==> config.mk <==
export PLATFORM = sky130hd
export DESIGN_NAME = hill_cipher_2x2_stream
export DESIGN_NICKNAME = d
export VERILOG_FILES = /design/src/rtl/hc2_pkg.sv /design/src/rtl/hill_cipher_2x2_stream.sv /design/src/rtl/hc2_keygen.sv /design/src/rtl/hc2_front.sv /design/src/rtl/hc2_fifo.sv /design/src/rtl/hc2_back.sv
export SDC_FILE = /design/constraint.sdc
export NUM_CORES = 1
export LEC_CHECK = 0
export BUFFER_PORTS_ARGS = -buffer_cell sky130_fd_sc_hd__buf_2
export CORE_ASPECT_RATIO = 1.2
export CORE_MARGIN = 3
export CORE_UTILIZATION = 50
export CTS_CLUSTER_SIZE = 10
export DETAILED_ROUTE_END_ITERATION = 7
export GPL_ROUTABILITY_DRIVEN = 0
export PLACE_DENSITY = 0.66
export SLEW_MARGIN = 20
export SYNTH_ARGS = -nofsm -noshare
export SYNTH_HDL_FRONTEND = slang
export SYNTH_SLANG_ARGS = --single-unit
==> constraint.sdc <==
create_clock -name i_clk -period 13.1 [get_ports i_clk]
set_clock_uncertainty 0.15 [all_clocks]
set_input_delay 3.93 -clock i_clk [delete_from_list [all_inputs] [get_ports i_clk]]
set_output_delay 3.93 -clock i_clk [all_outputs]
set_load 0.02 [all_outputs]
==> src/rtl/hc2_pkg.sv <==
// Shared types, constants and mod-26 helper functions for the Hill cipher stream.
package hc2_pkg;

    localparam int unsigned Modulus    = 26;
    localparam int unsigned LetterBase = 97;
    localparam int unsigned ModMul     = 315;
    localparam int unsigned ModShift   = 13;
    localparam int unsigned KeyLatency = 5;
    localparam int unsigned KeyLatW    = $clog2(KeyLatency + 1);
    localparam int unsigned QDepth     = 4;
    localparam int unsigned QPtrW      = $clog2(QDepth);
    localparam int unsigned QCntW      = $clog2(QDepth + 1);
    localparam int unsigned AddrW      = 5;
    localparam int unsigned RegIdxW    = AddrW - 2;
    localparam int unsigned DataW      = 32;

    localparam logic [7:0] UpperA = 8'h41;
    localparam logic [7:0] UpperZ = 8'h5A;
    localparam logic [7:0] LowerA = 8'h61;
    localparam logic [7:0] LowerZ = 8'h7A;

    localparam logic [RegIdxW-1:0] RegKeyA11    = RegIdxW'(0);
    localparam logic [RegIdxW-1:0] RegKeyA12    = RegIdxW'(1);
    localparam logic [RegIdxW-1:0] RegKeyA21    = RegIdxW'(2);
    localparam logic [RegIdxW-1:0] RegKeyA22    = RegIdxW'(3);
    localparam logic [RegIdxW-1:0] RegDirection = RegIdxW'(4);
    localparam logic [RegIdxW-1:0] RegPadLetter = RegIdxW'(5);

    typedef logic [4:0] t_letter;

    typedef struct packed {
        logic [7:0] symbol;
        logic       end_of_text;
    } t_in_item;

    typedef struct packed {
        logic [6:0] out_letter;
        logic       pair_last;
        logic       text_done;
    } t_out_item;

    typedef struct packed {
        t_letter p1;
        t_letter p2;
        logic    last;
    } t_pair;

    typedef struct packed {
        t_letter m11;
        t_letter m12;
        t_letter m21;
        t_letter m22;
        t_letter pad;
    } t_key;

    function automatic t_letter f_red26(input t_letter v);
        return (v >= 5'(Modulus)) ? 5'(v - 5'(Modulus)) : v;
    endfunction

    function automatic t_letter f_neg26(input t_letter v);
        return (v == '0) ? '0 : 5'(5'(Modulus) - v);
    endfunction

    function automatic t_letter f_mod26(input logic [10:0] x);
        logic [19:0] prod;
        logic [6:0]  quo;
        logic [11:0] rem;
        prod = 20'(x) * 20'(ModMul);
        quo  = 7'(prod >> ModShift);
        rem  = 12'(x) - 12'(quo) * 12'(Modulus);
        if (rem >= 12'(Modulus)) begin
            rem = rem - 12'(Modulus);
        end
        return rem[4:0];
    endfunction

    function automatic t_letter f_inv26(input t_letter det);
        t_letter inv;
        case (det)
            5'd1:    inv = 5'd1;
            5'd3:    inv = 5'd9;
            5'd5:    inv = 5'd21;
            5'd7:    inv = 5'd15;
            5'd9:    inv = 5'd3;
            5'd11:   inv = 5'd19;
            5'd15:   inv = 5'd7;
            5'd17:   inv = 5'd23;
            5'd19:   inv = 5'd11;
            5'd21:   inv = 5'd5;
            5'd23:   inv = 5'd17;
            default: inv = 5'd25;
        endcase
        return inv;
    endfunction

endpackage

==> src/rtl/hill_cipher_2x2_stream.sv <==
// Top level of the 2x2 Hill cipher over a byte stream.
//
//   Channel   Handshake                   Payload
//   input     push / full                 i_item   (symbol, end_of_text)
//   result    empty / pop                 o_result (out_letter, pair_last, text_done)
//   config    psel, penable, pwrite, pready  paddr, pwdata, prdata
//
// One item is accepted per cycle while full is low. Each pair passes the pair queue,
// the sum registers and the output registers and gives two result items, one per
// cycle while pop is high. After reset and after every register write, full stays
// high while the key pipeline derives the active matrix.
// Result stalls back up through a four-pair queue before full rises.
module hill_cipher_2x2_stream import hc2_pkg::*; (
    input  logic             i_clk,
    input  logic             i_rst_n,
    input  logic             push,
    output logic             full,
    input  t_in_item         i_item,
    output logic             empty,
    input  logic             pop,
    output t_out_item        o_result,
    input  logic             psel,
    input  logic             penable,
    input  logic             pwrite,
    input  logic [AddrW-1:0] paddr,
    input  logic [DataW-1:0] pwdata,
    output logic [DataW-1:0] prdata,
    output logic             pready
);

    t_key  key;
    logic  key_busy, accept;
    logic  f_pair_valid, q_full, q_empty, q_pop;
    t_pair f_pair, q_pair;

    assign pready = 1'b1;
    assign full   = key_busy | q_full;
    assign accept = push & ~full;

    hc2_keygen u_keygen (
        .i_clk     (i_clk),
        .i_rst_n   (i_rst_n),
        .i_psel    (psel),
        .i_penable (penable),
        .i_pwrite  (pwrite),
        .i_paddr   (paddr),
        .i_pwdata  (pwdata),
        .o_prdata  (prdata),
        .o_key     (key),
        .o_busy    (key_busy)
    );

    hc2_front u_front (
        .i_clk        (i_clk),
        .i_rst_n      (i_rst_n),
        .i_accept     (accept),
        .i_item       (i_item),
        .i_pad        (key.pad),
        .o_pair_valid (f_pair_valid),
        .o_pair       (f_pair)
    );

    hc2_fifo u_fifo (
        .i_clk   (i_clk),
        .i_rst_n (i_rst_n),
        .i_push  (f_pair_valid),
        .i_data  (f_pair),
        .o_full  (q_full),
        .i_pop   (q_pop),
        .o_data  (q_pair),
        .o_empty (q_empty)
    );

    hc2_back u_back (
        .i_clk        (i_clk),
        .i_rst_n      (i_rst_n),
        .i_key        (key),
        .i_pair_valid (~q_empty),
        .i_pair       (q_pair),
        .o_pair_pop   (q_pop),
        .o_empty      (empty),
        .i_pop        (pop),
        .o_result     (o_result)
    );

endmodule

==> src/rtl/hc2_keygen.sv <==
// Configuration registers and the pipelined derivation of the active key matrix.
module hc2_keygen import hc2_pkg::*; (
    input  logic             i_clk,
    input  logic             i_rst_n,
    input  logic             i_psel,
    input  logic             i_penable,
    input  logic             i_pwrite,
    input  logic [AddrW-1:0] i_paddr,
    input  logic [DataW-1:0] i_pwdata,
    output logic [DataW-1:0] o_prdata,
    output t_key             o_key,
    output logic             o_busy
);

    logic [RegIdxW-1:0] reg_idx;
    logic               wr;
    t_letter            r_a11, r_a12, r_a21, r_a22, r_pad_cfg;
    logic               r_dir;
    logic [KeyLatW-1:0] r_busy;
    t_letter            a, b, c, d;
    logic [9:0]         r_ad, r_cb;
    t_letter            r_det, r_f;
    logic [9:0]         r_fp11, r_fp12, r_fp21, r_fp22;
    t_key               r_key;

    assign reg_idx = i_paddr[AddrW-1:2];
    assign wr      = i_psel & i_penable & i_pwrite;

    always_ff @(posedge i_clk) begin
        if (!i_rst_n) begin
            r_a11     <= 5'd1;
            r_a12     <= 5'd0;
            r_a21     <= 5'd0;
            r_a22     <= 5'd1;
            r_dir     <= 1'b0;
            r_pad_cfg <= 5'd16;
            r_busy    <= KeyLatW'(KeyLatency);
        end else begin
            if (wr) begin
                unique case (reg_idx)
                    RegKeyA11:    r_a11     <= i_pwdata[4:0];
                    RegKeyA12:    r_a12     <= i_pwdata[4:0];
                    RegKeyA21:    r_a21     <= i_pwdata[4:0];
                    RegKeyA22:    r_a22     <= i_pwdata[4:0];
                    RegDirection: r_dir     <= i_pwdata[0];
                    RegPadLetter: r_pad_cfg <= i_pwdata[4:0];
                    default: ;
                endcase
                r_busy <= KeyLatW'(KeyLatency);
            end else if (r_busy != '0) begin
                r_busy <= r_busy - 1'b1;
            end
        end
    end

    always_comb begin
        unique case (reg_idx)
            RegKeyA11:    o_prdata = DataW'(r_a11);
            RegKeyA12:    o_prdata = DataW'(r_a12);
            RegKeyA21:    o_prdata = DataW'(r_a21);
            RegKeyA22:    o_prdata = DataW'(r_a22);
            RegDirection: o_prdata = DataW'(r_dir);
            RegPadLetter: o_prdata = DataW'(r_pad_cfg);
            default:      o_prdata = '0;
        endcase
    end

    assign a = f_red26(r_a11);
    assign b = f_red26(r_a12);
    assign c = f_red26(r_a21);
    assign d = f_red26(r_a22);

    always_ff @(posedge i_clk) begin
        r_ad   <= 10'(a) * 10'(d);
        r_cb   <= 10'(c) * 10'(b);
        r_det  <= f_mod26(11'(r_ad) + 11'(Modulus * Modulus) - 11'(r_cb));
        r_f    <= f_inv26(r_det);
        r_fp11 <= 10'(r_f) * 10'(d);
        r_fp12 <= 10'(r_f) * 10'(f_neg26(b));
        r_fp21 <= 10'(r_f) * 10'(f_neg26(c));
        r_fp22 <= 10'(r_f) * 10'(a);
        r_key.m11 <= r_dir ? f_mod26(11'(r_fp11)) : a;
        r_key.m12 <= r_dir ? f_mod26(11'(r_fp12)) : b;
        r_key.m21 <= r_dir ? f_mod26(11'(r_fp21)) : c;
        r_key.m22 <= r_dir ? f_mod26(11'(r_fp22)) : d;
        r_key.pad <= f_red26(r_pad_cfg);
    end

    assign o_key  = r_key;
    assign o_busy = (r_busy != '0);

endmodule

==> src/rtl/hc2_front.sv <==
// Front end: folds case, drops non-letters and forms letter pairs with padding.
module hc2_front import hc2_pkg::*; (
    input  logic     i_clk,
    input  logic     i_rst_n,
    input  logic     i_accept,
    input  t_in_item i_item,
    input  t_letter  i_pad,
    output logic     o_pair_valid,
    output t_pair    o_pair
);

    logic    is_upper, is_lower, is_letter, eot;
    t_letter letter;
    logic    r_held_valid, n_held_valid;
    t_letter r_held_letter, n_held_letter;

    assign is_upper  = (i_item.symbol >= UpperA) && (i_item.symbol <= UpperZ);
    assign is_lower  = (i_item.symbol >= LowerA) && (i_item.symbol <= LowerZ);
    assign is_letter = is_upper | is_lower;
    assign eot       = i_item.end_of_text;
    assign letter    = is_upper ? 5'(i_item.symbol - UpperA) : 5'(i_item.symbol - LowerA);

    always_comb begin
        n_held_valid  = r_held_valid;
        n_held_letter = r_held_letter;
        o_pair_valid  = 1'b0;
        o_pair.p1     = r_held_letter;
        o_pair.p2     = letter;
        o_pair.last   = eot;
        if (i_accept) begin
            if (is_letter && r_held_valid) begin
                o_pair_valid  = 1'b1;
                n_held_valid  = 1'b0;
                n_held_letter = '0;
            end else if (is_letter && eot) begin
                o_pair_valid = 1'b1;
                o_pair.p1    = letter;
                o_pair.p2    = i_pad;
                o_pair.last  = 1'b1;
            end else if (is_letter) begin
                n_held_valid  = 1'b1;
                n_held_letter = letter;
            end else if (eot && r_held_valid) begin
                o_pair_valid  = 1'b1;
                o_pair.p2     = i_pad;
                o_pair.last   = 1'b1;
                n_held_valid  = 1'b0;
                n_held_letter = '0;
            end
        end
    end

    always_ff @(posedge i_clk) begin
        if (!i_rst_n) begin
            r_held_valid  <= 1'b0;
            r_held_letter <= '0;
        end else begin
            r_held_valid  <= n_held_valid;
            r_held_letter <= n_held_letter;
        end
    end

endmodule

==> src/rtl/hc2_fifo.sv <==
// Short queue of letter pairs between the front end and the cipher back end.
module hc2_fifo import hc2_pkg::*; (
    input  logic  i_clk,
    input  logic  i_rst_n,
    input  logic  i_push,
    input  t_pair i_data,
    output logic  o_full,
    input  logic  i_pop,
    output t_pair o_data,
    output logic  o_empty
);

    t_pair            r_mem [QDepth];
    logic [QPtrW-1:0] r_wr, r_rd;
    logic [QCntW-1:0] r_count;
    logic             do_push, do_pop;

    assign o_full  = (r_count == QCntW'(QDepth));
    assign o_empty = (r_count == '0);
    assign do_push = i_push & ~o_full;
    assign do_pop  = i_pop & ~o_empty;
    assign o_data  = r_mem[r_rd];

    always_ff @(posedge i_clk) begin
        if (!i_rst_n) begin
            r_wr    <= '0;
            r_rd    <= '0;
            r_count <= '0;
        end else begin
            if (do_push) begin
                r_wr <= r_wr + 1'b1;
            end
            if (do_pop) begin
                r_rd <= r_rd + 1'b1;
            end
            if (do_push && !do_pop) begin
                r_count <= r_count + 1'b1;
            end else if (do_pop && !do_push) begin
                r_count <= r_count - 1'b1;
            end
        end
    end

    always_ff @(posedge i_clk) begin
        if (do_push) begin
            r_mem[r_wr] <= i_data;
        end
    end

endmodule

==> src/rtl/hc2_back.sv <==
// Back end: multiplies each pair by the key, reduces mod 26 and hands out two letters.
module hc2_back import hc2_pkg::*; (
    input  logic      i_clk,
    input  logic      i_rst_n,
    input  t_key      i_key,
    input  logic      i_pair_valid,
    input  t_pair     i_pair,
    output logic      o_pair_pop,
    output logic      o_empty,
    input  logic      i_pop,
    output t_out_item o_result
);

    logic        r_s_valid, r_s_last;
    logic [10:0] r_s1, r_s2;
    logic        r_o_valid, r_o_half, r_o_last;
    t_letter     r_o_c1, r_o_c2;
    logic        out_free, s_adv, s_ready;

    assign out_free   = ~r_o_valid | (i_pop & r_o_half);
    assign s_adv      = r_s_valid & out_free;
    assign s_ready    = ~r_s_valid | s_adv;
    assign o_pair_pop = i_pair_valid & s_ready;

    always_ff @(posedge i_clk) begin
        if (!i_rst_n) begin
            r_s_valid <= 1'b0;
            r_o_valid <= 1'b0;
            r_o_half  <= 1'b0;
        end else begin
            if (s_ready) begin
                r_s_valid <= i_pair_valid;
            end
            if (s_adv) begin
                r_o_valid <= 1'b1;
                r_o_half  <= 1'b0;
            end else if (i_pop && r_o_valid) begin
                if (r_o_half) begin
                    r_o_valid <= 1'b0;
                end else begin
                    r_o_half <= 1'b1;
                end
            end
        end
    end

    always_ff @(posedge i_clk) begin
        if (o_pair_pop) begin
            r_s1     <= 11'(10'(i_pair.p1) * 10'(i_key.m11)) + 11'(10'(i_pair.p2) * 10'(i_key.m21));
            r_s2     <= 11'(10'(i_pair.p1) * 10'(i_key.m12)) + 11'(10'(i_pair.p2) * 10'(i_key.m22));
            r_s_last <= i_pair.last;
        end
        if (s_adv) begin
            r_o_c1   <= f_mod26(r_s1);
            r_o_c2   <= f_mod26(r_s2);
            r_o_last <= r_s_last;
        end
    end

    assign o_empty             = ~r_o_valid;
    assign o_result.out_letter = 7'(LetterBase) + 7'(r_o_half ? r_o_c2 : r_o_c1);
    assign o_result.pair_last  = r_o_half;
    assign o_result.text_done  = r_o_half & r_o_last;

endmodule

==> flow_summary.yaml <==
outcome:
  status: "finished, final reports clean"
finish:
  areaGrowthSynthToFinish_pct: 5.73
  drive_above_1_share: 0.0394
  nets: 4735
  fill_cells: 6040
  diodes: 0
  stdcell_area_um2: 35700
setup_path:
  ff2ff_path_depth: 39
  critical_path_class: "reg2reg"
  crit_required_ns: 13.38
  worstPathArrival_ns: 10.53
  cp-end-kind: "flip-flop"
  worst-path-max-fanout: 5
  start_kind: "flip-flop"
  max_stage_delay_ns: 0.56
  slowest_stage: "xnor2_1"
synthesis:
  synth.area.top_cells: "ha_1, fa_1, inv_1"
  synth_area_per_cell_um2: 9.42
  yosys_most_used_dff: "dfxtp_1"
  ys_seq_elements: 219
  synth_most_common_cell: "inv_1"
  synthCells: 3580
  yosysTopAreaCell: "ha_1"
  yosys-top-cells-count: "inv_1, ha_1, fa_1"
  yosysWarningCount: 0
  yosysTopAreaCellShare: 0.264
  synth_edf_count: 78
  synth_seq_area_share: 0.153
  synth_cell_types: 83
  ys_async_sr_fraction: 0
  syn_area_um2: 33700
detailed_routing:
  drt_wl_total_um: 63700
  drt_iter0_drc: 789
  drc: 0
  dr_total_vias: 23100
  ant_nets: 0
  dr.pass1.iters: 5
  vias_per_cell: 5.11
  wl_per_cell_um: 14.1
timing:
  finalHoldViolCount: 0
  worst_pin_slew_ns: 0.988
  min_period_ns: 10.25
  timing.fmax_mhz: 97.5
  fin_tns_setup_ns: 0
  slew_headroom: 0.336
  maxSlewViolCount: 0
  rsz0062_at_grt: "no"
  setup_viol: 0
  post-route-period-util: 0.783
clock_network:
  post_cts_buffers: 0
  cts.clk_slew.worst_paths_ns: 0.06
  clock_sinks: 219
  cts_inserted_buffers: 27
  cts_resized: 0
  clockBufferDepth: 3
  cts_tree: "yes"
  hold_buffers: 0
  clkLatencyLatePin_ns: 0.55
  cts_root_buf: "clkbuf_16"
  h-tree-depth: 1
global_route:
  grt_pass1_vias: 23800
  grtUsageTotal: 0.187
  overflow: 0
  grt_max_degree: 46
  antenna_found_initial: 5
  grt_first_pass_wirelength_um: 112000
flow_run:
  cap_violations: 0
floorplanning:
  row_count: 103
  io_pins: 97
  die_x_um: 243
  fp.dieH_um: 291
  fp.dieArea_um2: 70600
  start_util: 0.508
  coreArea_um2: 66400
worst_hold_path:
  holdPathStages: 0
  min_path_type: "reg2reg"
placement:
  dpl.hpwl_um: 53800
  place_area_um2: 34900
  port_buffers: 39
-- cell usage in the layout (no fill, tap or decap), types with 108 or more instances in the layout --
cell type and count:
a21oi_1 143, ha_1 711, nand2_1 173, and2_1 124
fa_1 355, dfxtp_1 141, o21ai_0 108, nor2_1 130
inv_1 808, xnor2_1 121
-- registers in the layout (all words and copies together), names as in the netlist, 3 cells and up, named ones only --
name / flops
u_keygen.r_fp22: 10
u_keygen.r_fp21: 10
u_fifo.r_count: 3
u_back.r_s1: 11
u_keygen.o_key: 25
u_keygen.r_a12: 5
u_keygen.r_a11: 5
u_back.r_o_c2: 5
u_keygen.r_busy: 3
u_keygen.r_a22: 5
u_back.r_o_c1: 5
u_keygen.r_fp12: 10
u_keygen.r_fp11: 10
u_keygen.r_cb: 10
u_back.r_s2: 11
u_keygen.r_ad: 10
u_keygen.r_f: 4
u_fifo.r_mem: 44
u_keygen.r_a21: 5
u_keygen.r_det: 5
u_keygen.r_pad_cfg: 5
u_front.r_held_letter: 5
-- worst max-delay path: cells and delay by family, from the launching register on --
family,cells,cell delay (ns)
AO/OA/AOI/OAI,12,2.05
AND/OR/NAND/NOR,6,1.25
adder cells (fa/ha/maj),13,5.02
buffers and inverters,5,0.28
flip-flops,1,0.31
XOR/XNOR,3,1.07
-- worst paths after layout --
kind | start | endpoint | slack (ns)
setup / recovery | u_keygen.r_cb[1] | u_keygen.r_det[4] | 2.85
hold / removal | u_keygen.r_pad_cfg[0] | u_keygen.o_key[0] | 0.27
setup reg to reg | u_keygen.r_cb[1] | u_keygen.r_det[4] | 2.85
hold reg to reg | u_keygen.r_pad_cfg[0] | u_keygen.o_key[0] | 0.27
-- cell families after synthesis --
| logic type | after synthesis | synth area share |
|---|---|---|
| AO/OA/AOI/OAI | 499 | 0.0949 |
| multiplexers | 65 | 0.0254 |
| AND/OR/NAND/NOR | 658 | 0.101 |
| adder cells (fa/ha/maj) | 1068 | 0.475 |
| flip-flops | 219 | 0.153 |
| XOR/XNOR | 190 | 0.0495 |
| other | 2 | 0.000223 |
| buffers and inverters | 879 | 0.101 |
-- final cells by class --
class | count | area, um2 | share of cell area
inverters | 812 | 3050 | 0.0854
clock buffers | 41 | 758 | 0.0213
clock inverters | 5 | 53.8 | 0.00151
repair buffers | 48 | 263 | 0.00737
flip-flops and latches | 219 | 5160 | 0.145
well taps | 892 | 1120 | 0.0313
multi-input cells | 2508 | 25300 | 0.708
-- stage by stage --
stage,instances,hold slack [ns],util,setup slack [ns]
2_1_floorplan,3606,0.179,-,3.72
3_3_place_gp,4479,0.262,0.525,2.87
3_5_place_dp,4479,0.252,0.525,2.81
4_1_cts,4525,0.266,0.538,2.77
5_1_grt,4525,0.266,0.538,2.17
6_report,4525,0.270,0.538,2.85
-- layer usage --
metal,routed length (um),track usage,share of wire,up-vias
met2,33000,0.355,0.52,268
met1,27800,0.233,0.44,11100
met3,1730,0.0138,0.027,78
li1,-,-,-,11700
met5,11,0,0.00017,-
met4,1120,0.0359,0.018,2
Power is not shown: default switching activity piles up to over one toggle a cycle in this logic, so the estimate is an artifact.
